$ cat src/design/assert_macros.svh
// ----------------------------------------------------------------------------
// Assertion macros shared by the address checker modules.
// Concurrent checks on the rising clock edge, held off while reset is low.
// ----------------------------------------------------------------------------
`ifndef ASSERT_MACROS_SVH
`define ASSERT_MACROS_SVH

// The consequent must hold in the same cycle as the antecedent.
`define ASSERT_IMPLIES(label, clk, rstn, ante, cons) \
    label: assert property (@(posedge clk) disable iff (!(rstn)) (ante) |-> (cons)) \
        else $error("assertion failed: same-cycle implication");

// The consequent must hold in the cycle after the antecedent.
`define ASSERT_NEXT(label, clk, rstn, ante, cons) \
    label: assert property (@(posedge clk) disable iff (!(rstn)) (ante) |=> (cons)) \
        else $error("assertion failed: next-cycle implication");

`endif

$ cat src/design/eav_pkg.sv
// ----------------------------------------------------------------------------
// eav_pkg
// Types, constants and the character classifier of the address checker.
// ----------------------------------------------------------------------------
`timescale 1ns / 1ps

package eav_pkg;

    localparam int CH_W         = 8;
    localparam int S_TDATA_W    = 8;
    localparam int M_TDATA_W    = 8;
    localparam int FIFO_DEPTH_D = 2;

    // Printable range boundaries.
    localparam logic [CH_W-1:0] CH_SPACE = 8'd32;
    localparam logic [CH_W-1:0] CH_DEL   = 8'd127;

    // Characters with a role of their own.
    localparam logic [CH_W-1:0] CH_QUOTE  = 8'h22;
    localparam logic [CH_W-1:0] CH_AT     = 8'h40;
    localparam logic [CH_W-1:0] CH_DOT    = 8'h2E;
    localparam logic [CH_W-1:0] CH_BSLASH = 8'h5C;

    // Character class of one word, as handed from the front to the back.
    typedef struct packed {
        logic last;
        logic is_quote;
        logic is_at;
        logic is_dot;
        logic is_bslash;
        logic printable;
        logic atom_ok;
    } cls_t;

    // Parser phase, one-hot.
    typedef enum logic [5:0] {
        PH_LOCAL   = 6'b000001,
        PH_QUOTED  = 6'b000010,
        PH_QESC    = 6'b000100,
        PH_QCLOSED = 6'b001000,
        PH_DOMAIN  = 6'b010000,
        PH_FAIL    = 6'b100000
    } phase_t;

    // True for the RFC 822 specials other than the dot: ( ) < > @ , ; : \ " [ ]
    function automatic logic is_special(input logic [CH_W-1:0] ch);
        logic res;
        begin
            case (ch)
                8'h28, 8'h29, 8'h3C, 8'h3E, 8'h40, 8'h2C,
                8'h3B, 8'h3A, 8'h5C, 8'h22, 8'h5B, 8'h5D: res = 1'b1;
                default: res = 1'b0;
            endcase
            return res;
        end
    endfunction

    // Sort one byte into the classes the parser needs.
    function automatic cls_t classify(input logic [CH_W-1:0] ch, input logic last);
        cls_t c;
        begin
            c.last      = last;
            c.is_quote  = (ch == CH_QUOTE);
            c.is_at     = (ch == CH_AT);
            c.is_dot    = (ch == CH_DOT);
            c.is_bslash = (ch == CH_BSLASH);
            c.printable = (ch >= CH_SPACE) && (ch < CH_DEL);
            c.atom_ok   = (ch > CH_SPACE) && (ch < CH_DEL) && !is_special(ch);
            return c;
        end
    endfunction

endpackage

$ cat src/design/email_address_validator.sv
// ----------------------------------------------------------------------------
// email_address_validator
// Streaming RFC 822 address syntax check, one character word per clock while not stalled.
// ----------------------------------------------------------------------------
// The block takes one address byte per word on the slave side, with tlast on
// the final byte, and returns one word per address on the master side whose
// bit 0 is 1 when the address is syntactically valid. It sustains one input
// word per clock cycle while no stall holds it; after the final byte is taken
// its result word passes through the classifier register and the queue,
// after which the result register holds it. The front classifier and the
// back parser are joined by a queue of FIFO_DEPTH words, so a stall on the
// result side backs up into the queue before it stops input. No clearing
// pass is needed after reset.
`timescale 1ns / 1ps

module email_address_validator #(
    parameter int FIFO_DEPTH = eav_pkg::FIFO_DEPTH_D
) (
    input  logic                            aclk,
    input  logic                            aresetn,
    input  logic                            s_axis_tvalid,
    output logic                            s_axis_tready,
    input  logic [eav_pkg::S_TDATA_W-1:0]   s_axis_tdata,   // [7:0] ch
    input  logic                            s_axis_tlast,   // last
    output logic                            m_axis_tvalid,
    input  logic                            m_axis_tready,
    output logic [eav_pkg::M_TDATA_W-1:0]   m_axis_tdata    // [0] valid_res, rest zero
);
    import eav_pkg::*;

    cls_t front_cls;
    logic front_valid;
    logic front_ready;
    cls_t queue_cls;
    logic queue_valid;
    logic queue_ready;
    logic res_bit;

    // Classify each incoming character.
    eav_front u_front (
        .aclk      (aclk),
        .aresetn   (aresetn),
        .in_ch     (s_axis_tdata[CH_W-1:0]),
        .in_last   (s_axis_tlast),
        .in_valid  (s_axis_tvalid),
        .in_ready  (s_axis_tready),
        .out_cls   (front_cls),
        .out_valid (front_valid),
        .out_ready (front_ready)
    );

    // Decouple the classifier from the parser.
    eav_fifo #(
        .DEPTH (FIFO_DEPTH)
    ) u_fifo (
        .aclk     (aclk),
        .aresetn  (aresetn),
        .wr_cls   (front_cls),
        .wr_valid (front_valid),
        .wr_ready (front_ready),
        .rd_cls   (queue_cls),
        .rd_valid (queue_valid),
        .rd_ready (queue_ready)
    );

    // Run the parser and hold the result word.
    eav_back u_back (
        .aclk      (aclk),
        .aresetn   (aresetn),
        .in_cls    (queue_cls),
        .in_valid  (queue_valid),
        .in_ready  (queue_ready),
        .res_valid (m_axis_tvalid),
        .res_bit   (res_bit),
        .res_ready (m_axis_tready)
    );

    assign m_axis_tdata = {{(M_TDATA_W-1){1'b0}}, res_bit};

endmodule

$ cat src/design/eav_front.sv
// ----------------------------------------------------------------------------
// eav_front
// Input stage: takes one character word and registers its class.
// ----------------------------------------------------------------------------
`timescale 1ns / 1ps
`include "assert_macros.svh"

module eav_front (
    input  logic                        aclk,
    input  logic                        aresetn,
    input  logic [eav_pkg::CH_W-1:0]    in_ch,
    input  logic                        in_last,
    input  logic                        in_valid,
    output logic                        in_ready,
    output eav_pkg::cls_t               out_cls,
    output logic                        out_valid,
    input  logic                        out_ready
);
    import eav_pkg::*;

    logic valid_reg;
    logic valid_next;
    cls_t cls_reg;

    // The stage takes a new word when empty or when its word moves on.
    assign in_ready  = !valid_reg || out_ready;
    assign out_valid = valid_reg;
    assign out_cls   = cls_reg;

    always_comb begin
        valid_next = valid_reg;
        if (in_ready) begin
            valid_next = in_valid;
        end
    end

    always_ff @(posedge aclk) begin
        if (!aresetn) begin
            valid_reg <= 1'b0;
        end else begin
            valid_reg <= valid_next;
        end
    end

    // Class payload needs no reset.
    always_ff @(posedge aclk) begin
        if (in_ready && in_valid) begin
            cls_reg <= classify(in_ch, in_last);
        end
    end

    // A held word keeps its class until the queue takes it.
    `ASSERT_NEXT(a_front_hold, aclk, aresetn, valid_reg && !out_ready,
                 valid_reg && $stable(cls_reg))

endmodule

$ cat src/design/eav_fifo.sv
// ----------------------------------------------------------------------------
// eav_fifo
// Short queue of classified words between the front and the back.
// ----------------------------------------------------------------------------
`timescale 1ns / 1ps
`include "assert_macros.svh"

module eav_fifo #(
    parameter int DEPTH = eav_pkg::FIFO_DEPTH_D
) (
    input  logic            aclk,
    input  logic            aresetn,
    input  eav_pkg::cls_t   wr_cls,
    input  logic            wr_valid,
    output logic            wr_ready,
    output eav_pkg::cls_t   rd_cls,
    output logic            rd_valid,
    input  logic            rd_ready
);
    import eav_pkg::*;

    localparam int PTR_W = (DEPTH > 1) ? $clog2(DEPTH) : 1;
    localparam int CNT_W = $clog2(DEPTH + 1);
    localparam logic [PTR_W-1:0] PTR_LAST = PTR_W'(DEPTH - 1);
    localparam logic [CNT_W-1:0] CNT_FULL = CNT_W'(DEPTH);

    cls_t             mem_reg [DEPTH];
    logic [PTR_W-1:0] wr_ptr_reg;
    logic [PTR_W-1:0] wr_ptr_next;
    logic [PTR_W-1:0] rd_ptr_reg;
    logic [PTR_W-1:0] rd_ptr_next;
    logic [CNT_W-1:0] count_reg;
    logic [CNT_W-1:0] count_next;
    logic             push;
    logic             pop;

    assign wr_ready = (count_reg != CNT_FULL);
    assign rd_valid = (count_reg != '0);
    assign rd_cls   = mem_reg[rd_ptr_reg];
    assign push     = wr_valid && wr_ready;
    assign pop      = rd_valid && rd_ready;

    // Pointer and fill count update.
    always_comb begin
        wr_ptr_next = wr_ptr_reg;
        rd_ptr_next = rd_ptr_reg;
        count_next  = count_reg;
        if (push) begin
            wr_ptr_next = (wr_ptr_reg == PTR_LAST) ? '0 : wr_ptr_reg + 1'b1;
        end
        if (pop) begin
            rd_ptr_next = (rd_ptr_reg == PTR_LAST) ? '0 : rd_ptr_reg + 1'b1;
        end
        if (push && !pop) begin
            count_next = count_reg + 1'b1;
        end else if (pop && !push) begin
            count_next = count_reg - 1'b1;
        end
    end

    always_ff @(posedge aclk) begin
        if (!aresetn) begin
            wr_ptr_reg <= '0;
            rd_ptr_reg <= '0;
            count_reg  <= '0;
        end else begin
            wr_ptr_reg <= wr_ptr_next;
            rd_ptr_reg <= rd_ptr_next;
            count_reg  <= count_next;
        end
    end

    // Storage write.
    always_ff @(posedge aclk) begin
        if (push) begin
            mem_reg[wr_ptr_reg] <= wr_cls;
        end
    end

    // The fill count never passes the depth.
    `ASSERT_IMPLIES(a_fifo_count, aclk, aresetn, 1'b1, count_reg <= CNT_FULL)
    // Pointers meet exactly when the queue is empty or full.
    `ASSERT_IMPLIES(a_fifo_ptrs, aclk, aresetn, (count_reg == '0) || (count_reg == CNT_FULL),
                    wr_ptr_reg == rd_ptr_reg)

endmodule

$ cat src/design/eav_back.sv
// ----------------------------------------------------------------------------
// eav_back
// Parser state machine and result register of the address checker.
// ----------------------------------------------------------------------------
`timescale 1ns / 1ps
`include "assert_macros.svh"

module eav_back (
    input  logic            aclk,
    input  logic            aresetn,
    input  eav_pkg::cls_t   in_cls,
    input  logic            in_valid,
    output logic            in_ready,
    output logic            res_valid,
    output logic            res_bit,
    input  logic            res_ready
);
    import eav_pkg::*;

    phase_t phase_reg;
    phase_t phase_next;
    phase_t phase_step;
    logic   at_first_reg;
    logic   at_first_next;
    logic   at_first_step;
    logic   prev_dot_reg;
    logic   prev_dot_next;
    logic   prev_dot_step;
    logic   dom_dot_reg;
    logic   dom_dot_next;
    logic   dom_dot_step;
    logic   out_valid_reg;
    logic   out_valid_next;
    logic   res_reg;
    logic   pop;

    // A word is taken when the result register is free or being drained.
    assign in_ready  = !out_valid_reg || res_ready;
    assign pop       = in_valid && in_ready;
    assign res_valid = out_valid_reg;
    assign res_bit   = res_reg;

    // One parser step on the incoming character class.
    always_comb begin
        phase_step    = phase_reg;
        at_first_step = at_first_reg;
        prev_dot_step = prev_dot_reg;
        dom_dot_step  = dom_dot_reg;
        case (phase_reg)
            PH_LOCAL: begin
                if (in_cls.is_quote && (at_first_reg || prev_dot_reg)) begin
                    phase_step    = PH_QUOTED;
                    at_first_step = 1'b0;
                    prev_dot_step = 1'b0;
                end else if (in_cls.is_at) begin
                    if (at_first_reg || prev_dot_reg) begin
                        phase_step = PH_FAIL;
                    end else begin
                        phase_step    = PH_DOMAIN;
                        at_first_step = 1'b1;
                        prev_dot_step = 1'b0;
                    end
                end else if (!in_cls.atom_ok) begin
                    phase_step = PH_FAIL;
                end else begin
                    at_first_step = 1'b0;
                    prev_dot_step = in_cls.is_dot;
                end
            end
            PH_QUOTED: begin
                if (in_cls.is_quote) begin
                    phase_step = PH_QCLOSED;
                end else if (in_cls.is_bslash) begin
                    phase_step = PH_QESC;
                end else if (!in_cls.printable) begin
                    phase_step = PH_FAIL;
                end
            end
            PH_QESC: begin
                phase_step = in_cls.printable ? PH_QUOTED : PH_FAIL;
            end
            PH_QCLOSED: begin
                if (in_cls.is_at) begin
                    phase_step    = PH_DOMAIN;
                    at_first_step = 1'b1;
                    prev_dot_step = 1'b0;
                end else if (in_cls.is_dot) begin
                    phase_step    = PH_LOCAL;
                    at_first_step = 1'b0;
                    prev_dot_step = 1'b1;
                end else begin
                    phase_step = PH_FAIL;
                end
            end
            PH_DOMAIN: begin
                // An empty label before a dot fails; a dot is an atom character.
                if (in_cls.is_dot && (at_first_reg || prev_dot_reg)) begin
                    phase_step = PH_FAIL;
                end else if (!in_cls.atom_ok) begin
                    phase_step = PH_FAIL;
                end else begin
                    at_first_step = 1'b0;
                    prev_dot_step = in_cls.is_dot;
                    dom_dot_step  = dom_dot_reg || in_cls.is_dot;
                end
            end
            default: begin
                phase_step = PH_FAIL;
            end
        endcase
    end

    // Commit the step, and on the final word form the result and clear.
    always_comb begin
        phase_next     = phase_reg;
        at_first_next  = at_first_reg;
        prev_dot_next  = prev_dot_reg;
        dom_dot_next   = dom_dot_reg;
        out_valid_next = out_valid_reg && !res_ready;
        if (pop) begin
            if (in_cls.last) begin
                phase_next     = PH_LOCAL;
                at_first_next  = 1'b1;
                prev_dot_next  = 1'b0;
                dom_dot_next   = 1'b0;
                out_valid_next = 1'b1;
            end else begin
                phase_next    = phase_step;
                at_first_next = at_first_step;
                prev_dot_next = prev_dot_step;
                dom_dot_next  = dom_dot_step;
            end
        end
    end

    always_ff @(posedge aclk) begin
        if (!aresetn) begin
            phase_reg     <= PH_LOCAL;
            at_first_reg  <= 1'b1;
            prev_dot_reg  <= 1'b0;
            dom_dot_reg   <= 1'b0;
            out_valid_reg <= 1'b0;
        end else begin
            phase_reg     <= phase_next;
            at_first_reg  <= at_first_next;
            prev_dot_reg  <= prev_dot_next;
            dom_dot_reg   <= dom_dot_next;
            out_valid_reg <= out_valid_next;
        end
    end

    // Result payload needs no reset.
    always_ff @(posedge aclk) begin
        if (pop && in_cls.last) begin
            res_reg <= (phase_step == PH_DOMAIN) && !at_first_step && dom_dot_step;
        end
    end

    // A final word always produces a result next cycle.
    `ASSERT_NEXT(a_back_result, aclk, aresetn, pop && in_cls.last, out_valid_reg)
    // After a final word the parser starts over in the local part.
    `ASSERT_NEXT(a_back_clear, aclk, aresetn, pop && in_cls.last,
                 (phase_reg == PH_LOCAL) && at_first_reg && !dom_dot_reg)

endmodule
$ cat config.mk
export PLATFORM = sky130hd
export DESIGN_NAME = email_address_validator
export DESIGN_NICKNAME = d
export VERILOG_FILES = /design/src/design/eav_pkg.sv /design/src/design/email_address_validator.sv /design/src/design/eav_front.sv /design/src/design/eav_fifo.sv /design/src/design/eav_back.sv
export VERILOG_INCLUDE_DIRS = /design/src /design/src/design
export SDC_FILE = /design/constraint.sdc
export NUM_CORES = 1
export LEC_CHECK = 0
export BUFFER_PORTS_ARGS = -buffer_cell sky130_fd_sc_hd__buf_2
export CELL_PAD_IN_SITES_DETAIL_PLACEMENT = 1
export CELL_PAD_IN_SITES_GLOBAL_PLACEMENT = 1
export CORE_MARGIN = 5
export CORE_UTILIZATION = 35
export DETAILED_ROUTE_END_ITERATION = 12
export PLACE_DENSITY = 0.67
export SETUP_SLACK_MARGIN = 0.4
export SKIP_LAST_GASP = 1
export SYNTH_ARGS = -nofsm -noshare
export SYNTH_HDL_FRONTEND = slang
export SYNTH_HIERARCHICAL = 1
export SYNTH_SLANG_ARGS = --single-unit
export TNS_END_PERCENT = 1
$ cat constraint.sdc
create_clock -name aclk -period 2.4 [get_ports aclk]
set_input_delay 0.12 -clock aclk [delete_from_list [all_inputs] [get_ports aclk]]
set_output_delay 0.12 -clock aclk [all_outputs]
set_load 0.02 [all_outputs]
# Yosys cells after proc, flatten, opt, wreduce, memory -nomap -nowiden
# Memory sizes are Yosys's and may differ from the RTL's. A register that Yosys moved wholly into a read port is not among the register bits.
# Cells that the tools add are included.
[word_totals]
out_inout_bits = 10
ff_bits = 23
ramBits = 14
mem_count = 1
[classes]
n_mux = 47
n_reduce_logical = 30
order_cmp = 3
eq_ne = 23
add_sub_neg = 4
[memory_table]
columns = ["memory", "depth", "width", "rd", "rd_ports_with_merged_regs", "write_ports", "line", "source"]
rows = [
  ["u_fifo.mem_reg", 2, 7, 1, 1, 1, "eav_fifo.sv:27", "cls_t mem_reg [DEPTH];"],
]
[ops]
columns = ["cell", "count"]
rows = [
  ["8-bit by 6-bit == test with 1-bit output, second input constant", 9],
  ["6-bit 2-to-1 mux", 12],
  ["8-bit by 7-bit == test with 1-bit output, second input constant", 4],
  ["1-bit 2-to-1 mux", 30],
  ["6-bit one-hot mux with 5 select lines", 1],
  ["1-bit logical AND", 14],
  ["6-bit by 5-bit == test with 1-bit output, second input constant", 2],
  ["12-bit OR reduction", 1],
  ["8-bit by 6-bit greater-or-equal comparator with 1-bit output, second input constant", 1],
  ["8-bit by 6-bit greater-than comparator with 1-bit output, second input constant", 1],
  ["8-bit by 7-bit less-than comparator with 1-bit output, second input constant", 1],
  ["1-bit zero test", 7],
  ["6-bit by 1-bit == test with 1-bit output, second input constant", 1],
  ["6-bit by 2-bit == test with 1-bit output, second input constant", 1],
  ["6-bit by 3-bit == test with 1-bit output, second input constant", 1],
  ["6-bit by 4-bit == test with 1-bit output, second input constant", 1],
  ["1-bit one-hot mux with 3 select lines", 2],
  ["5-bit by 3-bit != test with 1-bit output, second input constant", 1],
  ["5-bit AND reduction", 1],
  ["1-bit logical OR", 4],
  ["2-bit 2-to-1 mux", 2],
  ["4-bit by 2-bit != test with 1-bit output, second input constant", 1],
  ["2-bit nonzero test", 2],
  ["4-bit nonzero test", 1],
  ["other kinds (5)", 6],
]

# Depth between registers and ports, before layout
# Gate-level depths: netlist (run 1).
[logic_depth]
ltp_word = 8
mapped_depth = 8
ltp_nobuf = 6

# Cells and area by module
# Netlist (run 1), hierarchy kept.
[modules_own_cells]
columns = ["module", "seq_area_each_um2", "n_inst", "cells_each", "area_per_inst_um2"]
rows = [
  ["eav_back", 230.2, 1, 111, 842.1],
  ["eav_fifo", 520.5, 1, 46, 747.0],
  ["eav_front", 230.2, 1, 42, 432.9],
  ["email_address_validator", 0.0, 1, 9, 63.8],
]

# Least setup slack after synthesis (run 1)
# OpenSTA, ideal clock, no wires.
[synth_timing]
path_kind = "register to register"
start = "register (tool-made name)"
end = "register u_back.prev_dot_reg"
stages_incl_launch_ff = 9
slack_ns = 0.616
required_ns = 2.338
setup_ns = 0.062
period_less_slack_ns = 1.784
path_buffers = 2
arrival_ns = 1.722
cell_sequence = "dfxtp_1 buf_2 mux2_2 clkbuf_1 inv_2 or3_1 o21bai_1 or4_1 nand3_1"
[synth_lines]
columns = ["element", "line", "source"]
rows = [
  ["to (signal assigned)", "eav_back.sv:146", "prev_dot_reg <= prev_dot_next;"],
  ["to (decl)", "eav_back.sv:26", "logic prev_dot_reg;"],
]

==> results of run 1 <==
[final cells by class]
type                            count  area [sq um]
Clock buffer                        6          72.6
Tap cell                           75          93.8
Fill cell                         674          3560
Sequential cell                    38           982
Timing Repair Buffer               15          75.1
Clock inverter                      2          33.8
Multi-Input combinational cell    151           995
Inverter                            9          33.8
[where the power goes]
group / internal, W / switching [W]
sequential: 0.000790 / 0.000118
clock: 0.000307 / 0.000219
combinational: 0.000337 / 0.000461
total: 0.00143 / 0.000798
[stage by stage]
stage / area [sq um] / hold slack (ps) / power [W] / utilization, %
global placement: 2180 / 300 / 0.00170 / 37.2
finish: 2290 / 16.4 / 0.00223 / 39.1
CTS: 2290 / 2.15 / 0.00226 / 39.1
global route: 2290 / 0.882 / 0.00238 / 39.1
detailed placement: 2180 / 306 / 0.00171 / 37.2
floorplan: 2110 / 219 / 0.00154 / -
[cells in the final DEF (no fill, tap or decap), types with 2 or more instances in the layout]
cell       n
a21boi_0   3
a21boi_1   2
a21oi_1    3
a311oi_1   2
a31oi_1    2
a32oi_1    2
and2_1     6
and3_1     4
buf_2     15
clkbuf_8   5
conb_1     7
dfxtp_1   15
edfxtp_1  22
inv_1      8
mux2_2     8
nand2_1    7
nand2b_1   5
nand3_1   11
nor2_1    16
nor2b_1    7
nor3_1     4
nor3b_1    2
nor4_1     4
nor4b_1    2
o211ai_1   4
o21a_1     2
o21ai_0   10
o21ai_1    5
o221ai_1   2
o22ai_1    2
or3_1      2
or4_1      2
xnor2_1    2
xor2_1     3
[timing repair]
action,in CTS,in global routing
resized for setup,1,0
hold buffers,0,0
endpoints found under the setup margin,1,0
hold endpoints to repair,0,0
[worst min path at each step]
stage,start,to,slack [ps]
2_1_floorplan,s_axis_tlast,u_front/out_cls[6]$_DFFE_PP_,220
3_3_place_gp,s_axis_tlast,u_front/out_cls[6]$_DFFE_PP_,300
3_5_place_dp,s_axis_tlast,u_front/out_cls[6]$_DFFE_PP_,310
4_1_cts,s_axis_tlast,u_front/out_cls[6]$_DFFE_PP_,2
5_1_grt,s_axis_tlast,u_front/out_cls[6]$_DFFE_PP_,0.9
6_report,s_axis_tlast,u_front/out_cls[6]$_DFFE_PP_,20
[cell families after synthesis]
kind of cell,count (synthesis)
compound gates,47
flops,38
other cells,1
buf+inv,25
fa+ha+maj,1
simple gates,83
mux,8
xor+xnor,5
[routing by layer]
metal,vias up,wire [microns],track usage (%)
li1,776,-,-
met1,783,2050,15.2
met2,29,2380,23.5
met3,2,143,3.12
met4,0,34,4.18
met5,-,0,0
[worst max-delay path: stages, from the launching register on]
cell	delay, ps
dfxtp_2	420
mux2_2	400
o21ai_0	160
nand4_1	210
a221oi_1	380
nor4_1	120
o21ai_1	150
==> results.tsv, run 1 <==
metric	value	unit
crit start category	register	
setup slack after layout	496	ps
Peak VDD IR	0.359	mV
Largest register FFs	14	
R2R depth	6	
area delta synth->final	9.60	%
Core ar.	5850	sq um
CTS tree	yes	
Power Density	976	nW/um^2
Setup violations, final	0	
RSZ-0062 raised after global routing	no	
FF-to-FF End	u_back/phase_reg[5]$_SDFFE_PN0P_	
Final TNS setup	0	ps
Rows	28	
setup slack, reg-to-reg	500	ps
number of global-route vias before repair	1678	
die area	7600	sq um
DRC Markers	0	
Sink Count	38	
status	finished clean	
Setup crit end kind	register	
routed vias/inst	5.37	
Post-Synth Adder-Cell Area	0.600	%
largest net degree at the start of global routing	18	
total CTS buffers	5	
post-synthesis mux area share	4.32	%
initial core utilization	35.7	%
Placer Congestion	0.865	
mean routed wirelength per cell	15.5	microns
leakage	0.830	nW
GRT Util Overall	13.1	%
worst hold-check path type	input port to register	
Non-Filler Instances	296	
top-count cell post-synth	edfxtp_1	
FMAX	525	MHz
hpwl dp	3370	microns
Clk pin slew, worst setup/hold paths	70	ps
Period minus WS final	1900	ps
Compound-Gate Fraction of Synth Area	15.6	%
Setup Skew	2.91	ps
final hold violation count	0	
Clock Tree Buf Depth	2	
Synth area leader	edfxtp_1	
hold depth	1	
Post-synth EDFFs	22	
DRT Pass-1 Iters	4	
top cells by count, synth	edfxtp_1, dfxtp_1, nor2_1, nand3_1, o21ai_0	
type of the worst setup path	register to register	
Syn. warnings	6	
final net count	234	
flops & latches, synth	38	
share of post-route cells with drive strength above 1	17.6	%
max-slew violation count	0	
CTS root buf	clkbuf_8	
post-route ant nets	0	
final period utilization	79.3	%
H-tree depth	2	
Synth Area in XOR/XNOR	2.10	%
Crit Path Max Fanout	7	
post-synth top area share	31.7	%
ranking of synthesized cells by area	edfxtp_1, dfxtp_1, mux2_2	
DR vias	1590	
Async S/R FF share, synth	0	%
Buffers on Ports	15	
Die X	87.2	microns
ys flop type	edfxtp_1	
clk_lat worst skew	280	ps
main combinational cell family by area after synthesis	simple AND/OR/NAND/NOR gates	
drt total wl	4600	microns
Mapped Cells	208	
synthesized area	2090	sq um
die height	87.2	microns
Ant. Diodes	0	
syn_area_per_cell	10.0	sq um
Remaining Overflow, GRT	0	
placed cells	288	
Critical Path RT	2610	ps
DR iter-0 viols	49	
Post-CTS Setup Inserts	0	
IO Pins	23	
CP arrival	2110	ps
synth unique cells	57	
crit path capture	u_back/phase_reg[5]$_SDFFE_PN0P_	
Simple-Gate Fraction of Synth Area	23.8	%
initial antenna violation count	0	
max cap viols	0	
post-synthesis sequential area ratio	47.0	%
post-place setup slack	419	ps
first-pass GRT wire length	7830	microns
Note: power is estimated with default switching activity, not from simulation.
==> inputs of run 2 (changes only) <==
- PLACE_DENSITY: 0.67 -> 0.69
- clock period: 2.4 -> 1.5 ns (I/O delays scaled with it)
==> run 2 against run 1 <==
- via count increased by 12%
- the run now ends with negative setup slack left
- clock-buffer cell count down 1
- design area grew 19%
- critical endpoint is now u_back/prev_dot_reg$_SDFFE_PN0P_
- global-route usage rose by 2.5 points
- combinational power rose to 2.6 times the previous value
- worst hold slack improved by 15 ps
- first-iteration DRC count is 35% lower
==> results.tsv, run 2 (synthesis gave the netlist of run 1 again) <==
metric	value	unit	change
setup slack after layout	-304	ps	was 496 ps
first-pass GRT wire length	9070	microns	was 7830 microns
final net count	280		was 234
Placer Congestion	0.817		was 0.865
total CTS buffers	5		unchanged
max-slew violation count	0		unchanged
slowest CP cell	dfxtp_2		unchanged
share of post-route cells with drive strength above 1	33.3	%	was 17.6%
GRT Util Overall	15.5	%	was 13.1%
Largest stage delay, worst path	340	ps	was 420 ps
Clock Tree Buf Depth	2		unchanged
Setup violations, final	14		was 0
leakage	1.09	nW	was 0.830 nW
worst hold-check path type	input port to register		unchanged
Ant. Diodes	0		unchanged
H-tree depth	2		unchanged
CTS root buf	clkbuf_8		unchanged
Clk pin slew, worst setup/hold paths	80	ps	was 70 ps
RSZ-0062 raised after global routing	yes		was no
commonest cells after routing, fill and taps aside	buf_4, edfxtp_1, nor2_1, buf_2, dfxtp_1		was edfxtp_1, nor2_1, buf_2, dfxtp_1, nand3_1
post-place setup slack	-257	ps	was 419 ps
Die X	87.2	microns	unchanged
Power Density	1650	nW/um^2	was 976 nW/um^2
number of global-route vias before repair	1934		was 1678
Largest register FFs	14		unchanged
Design Area, Final	2710	sq um	was 2290 sq um
Buffers on Ports	15		unchanged
Layout fillers	690		was 674
hold_sp	s_axis_tvalid		was s_axis_tlast
final hold violation count	0		unchanged
Placement Cell Area	2550	sq um	was 2180 sq um
Core ar.	5850	sq um	unchanged
critical-path cell list	buf_6 > mux2_4 > mux2_4 > a22o_1 > a32oi_1 > or4_1 > nand3_1		was mux2_2 > o21ai_0 > nand4_1 > a221oi_1 > nor4_1 > o21ai_1
type of the worst setup path	register to register		unchanged
initial core utilization	35.7	%	unchanged
clk_lat worst skew	290	ps	was 280 ps
Setup Skew	9.50	ps	was 2.91 ps
IO Pins	23		unchanged
crit start category	register		unchanged
DRT Pass-1 Iters	4		unchanged
Sink Count	38		unchanged
final period utilization	120	%	was 79.3%
routed vias/inst	5.20		was 5.37
most common cell after layout, fill and taps aside	buf_4		was edfxtp_1
Post-CTS Setup Inserts	0		unchanged
Crit Path Max Fanout	6		was 7
drt total wl	5330	microns	was 4600 microns
FMAX	554	MHz	was 525 MHz
hpwl dp	4170	microns	was 3370 microns
Rows	28		unchanged
Peak VDD IR	0.747	mV	was 0.359 mV
DR vias	1780		was 1590
Period minus WS final	1800	ps	was 1900 ps
die height	87.2	microns	unchanged
largest net degree at the start of global routing	17		was 18
Setup crit end kind	register		unchanged
max cap viols	0		unchanged
CP arrival	1980	ps	was 2110 ps
status	complete, but fails checks		was finished clean
Critical Path RT	1670	ps	was 2610 ps
failing checks	negative setup slack		
DRC Markers	0		unchanged
Final TNS setup	-1880	ps	was 0 ps
CP dominant cell by count	mux2_4		
die area	7600	sq um	unchanged
DR iter-0 viols	32		was 49
post-route ant nets	0		unchanged
area delta synth->final	30.0	%	was 9.60%
Remaining Overflow, GRT	0		unchanged
CTS tree	yes		unchanged
initial antenna violation count	0		unchanged
mean routed wirelength per cell	15.6	microns	was 15.5 microns
[run 2: final timing paths]
| kind | cells after the start | endpoint | slack (ps) |
|---|---|---|---|
| worst min register to register | 0 | u_fifo/mem_reg[1][0]$_DFFE_PP_ | 440 |
| worst min-delay path | 3 | u_front/out_valid$_SDFFE_PN0N_ | 30 |
| worst max-delay path | 7 | u_back/prev_dot_reg$_SDFFE_PN0P_ | -300 |
| worst max register to register | 7 | u_back/prev_dot_reg$_SDFFE_PN0P_ | -300 |
[run 2: through the flow]
step | cells | util, % | hold slack (ps) | power (W)
after global routing | 342 | 46.3 | 47.6 | 0.00477
after detailed placement | 333 | 43.6 | 254 | 0.00342
after CTS | 342 | 46.3 | 24.0 | 0.00451
final | 342 | 46.3 | 31.0 | 0.00447
after floorplan | 214 | - | 174 | 0.00255
after global placement | 333 | 43.6 | 256 | 0.00335
[run 2: cell type report]
| cell class | count | area [sq um] | share of cell area [%] |
|---|---|---|---|
| Sequential cell | 38 | 983 | 36.3 |
| Inverter | 9 | 36.3 | 1.34 |
| Tap cell | 75 | 93.8 | 3.46 |
| Timing Repair Buffer | 61 | 439 | 16.2 |
| Clock inverter | 3 | 68.8 | 2.54 |
| Clock buffer | 5 | 68.8 | 2.54 |
| Multi-Input combinational cell | 151 | 1020 | 37.7 |
[run 2: what timing repair did]
| action | CTS | global route |
|---|---|---|
| setup endpoints to repair | 38 | 40 |
| endpoints found under the hold margin | 1 | 0 |
| resized for setup | 5 | 0 |
| hold buffers | 1 | 0 |
[run 2: worst max-delay path, delay by kind of cell, from the launching register on]
family	cells	cell delay [ps]
compound gates	2	360
buf+inv	1	130
flops	1	340
mux	2	630
simple gates	2	220
[run 2: per-layer routing]
layer  track usage, %  vias to the layer above  part of all wire (%)
met2             29.1                       30                    53
li1                 -                      873                     -
met3             2.37                       10                   2.2
met4             7.25                        0                   2.0
met1             16.9                      867                    42
met5                0                        -                     0
[run 2: power breakdown]
part           switching, W  internal [W]
Clock              0.000375      0.000666
Sequential         0.000119       0.00126
Combinational      0.000983       0.00107
==> inputs of run 3 (changes only) <==
- PLACE_DENSITY: 0.69 -> 0.67
- clock period: 1.5 -> 2.15 ns (I/O delays scaled with it)
==> run 3 against run 2 <==
- die area is the same
- maximum frequency grew 0.56%
- first-iteration DRC count grew 78%
- the flow now finishes without violations
- critical path depth shrank 1
- worst setup slack gained 660 ps
- clock-buffer cell count is the same
- cell count shrank 10%
- clock power shrank 29%
- routed wire length shrank 6.9%
- core utilization shrank 4.5 points
==> results.tsv, run 3 (synthesis gave the netlist of run 1 again) <==
metric	value	unit	change
total CTS buffers	5		unchanged
IO Pins	23		unchanged
Critical Path RT	2390	ps	was 1670 ps
max cap viols	0		unchanged
initial core utilization	35.7	%	unchanged
clk_lat worst skew	290	ps	about the same
Ant. Diodes	0		unchanged
Peak VDD IR	0.528	mV	was 0.747 mV
max-slew violation count	0		unchanged
crit start category	register		unchanged
Placer Congestion	0.837		was 0.817
largest net degree at the start of global routing	18		was 17
CTS tree	yes		unchanged
first-pass GRT wire length	8280	microns	was 9070 microns
final period utilization	83.4	%	was 120%
commonest cells after routing, fill and taps aside	edfxtp_1, nor2_1, buf_2, dfxtp_1, nand3_1		was buf_4, edfxtp_1, nor2_1, buf_2, dfxtp_1
number of global-route vias before repair	1774		was 1934
FMAX	558	MHz	was 554 MHz
Setup crit end kind	register		unchanged
H-tree depth	2		unchanged
DRT Pass-1 Iters	4		unchanged
CP arrival	2030	ps	was 1980 ps
hpwl dp	3670	microns	was 4170 microns
setup slack, reg-to-reg	360	ps	was -300 ps
DR iter-0 viols	57		was 32
CTS root buf	clkbuf_8		unchanged
R2R depth	6		was 7
Clk pin slew, worst setup/hold paths	80	ps	about the same
Design Area, Final	2450	sq um	was 2710 sq um
die area	7600	sq um	unchanged
Setup Skew	5.90	ps	was 9.50 ps
Setup violations, final	0		was 14
area delta synth->final	17.4	%	was 30.0%
worst hold-check path type	input port to register		unchanged
routed vias/inst	5.35		was 5.20
Remaining Overflow, GRT	0		unchanged
Power Density	1140	nW/um^2	was 1650 nW/um^2
RSZ-0062 raised after global routing	yes		unchanged
Sink Count	38		unchanged
Buffers on Ports	15		unchanged
Final TNS setup	0	ps	was -1880 ps
share of post-route cells with drive strength above 1	24.6	%	was 33.3%
initial antenna violation count	0		unchanged
leakage	0.926	nW	was 1.09 nW
final hold violation count	0		unchanged
Die X	87.2	microns	unchanged
hold depth	3		unchanged
Core ar.	5850	sq um	unchanged
post-place setup slack	194	ps	was -257 ps
DRC Markers	0		unchanged
GRT Util Overall	14.1	%	was 15.5%
final net count	245		was 280
Period minus WS final	1790	ps	was 1800 ps
drt total wl	4970	microns	was 5330 microns
placed cells	290		was 333
Worst Hold End	u_front/out_valid$_SDFFE_PN0N_		unchanged
most common cell after layout, fill and taps aside	edfxtp_1		was buf_4
hold_sp	s_axis_tvalid		unchanged
DR vias	1641		was 1780
Placement Cell Area	2190	sq um	was 2550 sq um
Rows	28		unchanged
total power	0.00280	W	was 0.00447 W
Largest register FFs	14		unchanged
Crit Path Max Fanout	5		was 6
Non-Filler Instances	307		was 342
setup slack after layout	356	ps	was -304 ps
FF-to-FF End	u_back/prev_dot_reg$_SDFFE_PN0P_		unchanged
die height	87.2	microns	unchanged
mean routed wirelength per cell	16.2	microns	was 15.6 microns
status	finished clean		was complete, but fails checks
Clock Tree Buf Depth	2		unchanged
post-route ant nets	0		unchanged
type of the worst setup path	register to register		unchanged
[run 3: report_power, final]
group / internal [W] / switching [W]
Combinational: 0.000482 / 0.000571
Sequential: 0.000885 / 0.000127
Clock: 0.000465 / 0.000269
Total: 0.00183 / 0.000966
[run 3: worst max-delay path by stage]
stage | startpoint | to | slack, ps
finish | register | u_back/prev_dot_reg$_SDFFE_PN0P_ | 360
global route | register | u_back/prev_dot_reg$_SDFFE_PN0P_ | 250
CTS | register | u_back/prev_dot_reg$_SDFFE_PN0P_ | 380
detailed placement | register | u_back/prev_dot_reg$_SDFFE_PN0P_ | 190
global placement | register | u_back/prev_dot_reg$_SDFFE_PN0P_ | 250
floorplan | register | u_back/prev_dot_reg$_SDFFE_PN0P_ | 430
[run 3: per-layer routing]
layer | routed length (microns) | global-route usage, % | share of wire (%) | up-vias
li1 | - | - | - | 801
met3 | 170 | 3.12 | 3.4 | 18
met5 | 0 | 0 | 0 | -
met4 | 167 | 6.28 | 3.4 | 0
met2 | 2580 | 24.7 | 52 | 39
met1 | 2050 | 16.3 | 41 | 783
[run 3: repair_timing]
| item | CTS | global route |
|---|---|---|
| hold buffers | 1 | 0 |
| pin swaps | 1 | 3 |
| resized for setup | 12 | 2 |
| hold endpoints to repair | 1 | 0 |
| cloned | 0 | 0 |
| endpoints found under the setup margin | 8 | 9 |
| setup buffers | 4 | 4 |
[run 3: worst max-delay path: stages, from the launching register on]
cell     delay (ps)
dfxtp_4         380
mux2_2          400
o21ai_2         120
a22o_1          160
a32oi_1          50
or4_1           530
nand3_1          90
[run 3: through the flow]
step	utilization, %	hold slack [ps]
2_1_floorplan	-	206
3_3_place_gp	37.5	287
3_5_place_dp	37.5	293
4_1_cts	41.2	68.3
5_1_grt	41.9	68.9
6_report	41.9	70.6
[run 3: cell type report]
type,instances,area (sq um)
inverter,9,33.8
tap,75,93.8
timing repair buffer,26,160
fill,666,3400
multi-input combinational,151,1040
clock buffer,5,68.8
clock inverter,3,68.8
sequential,38,985
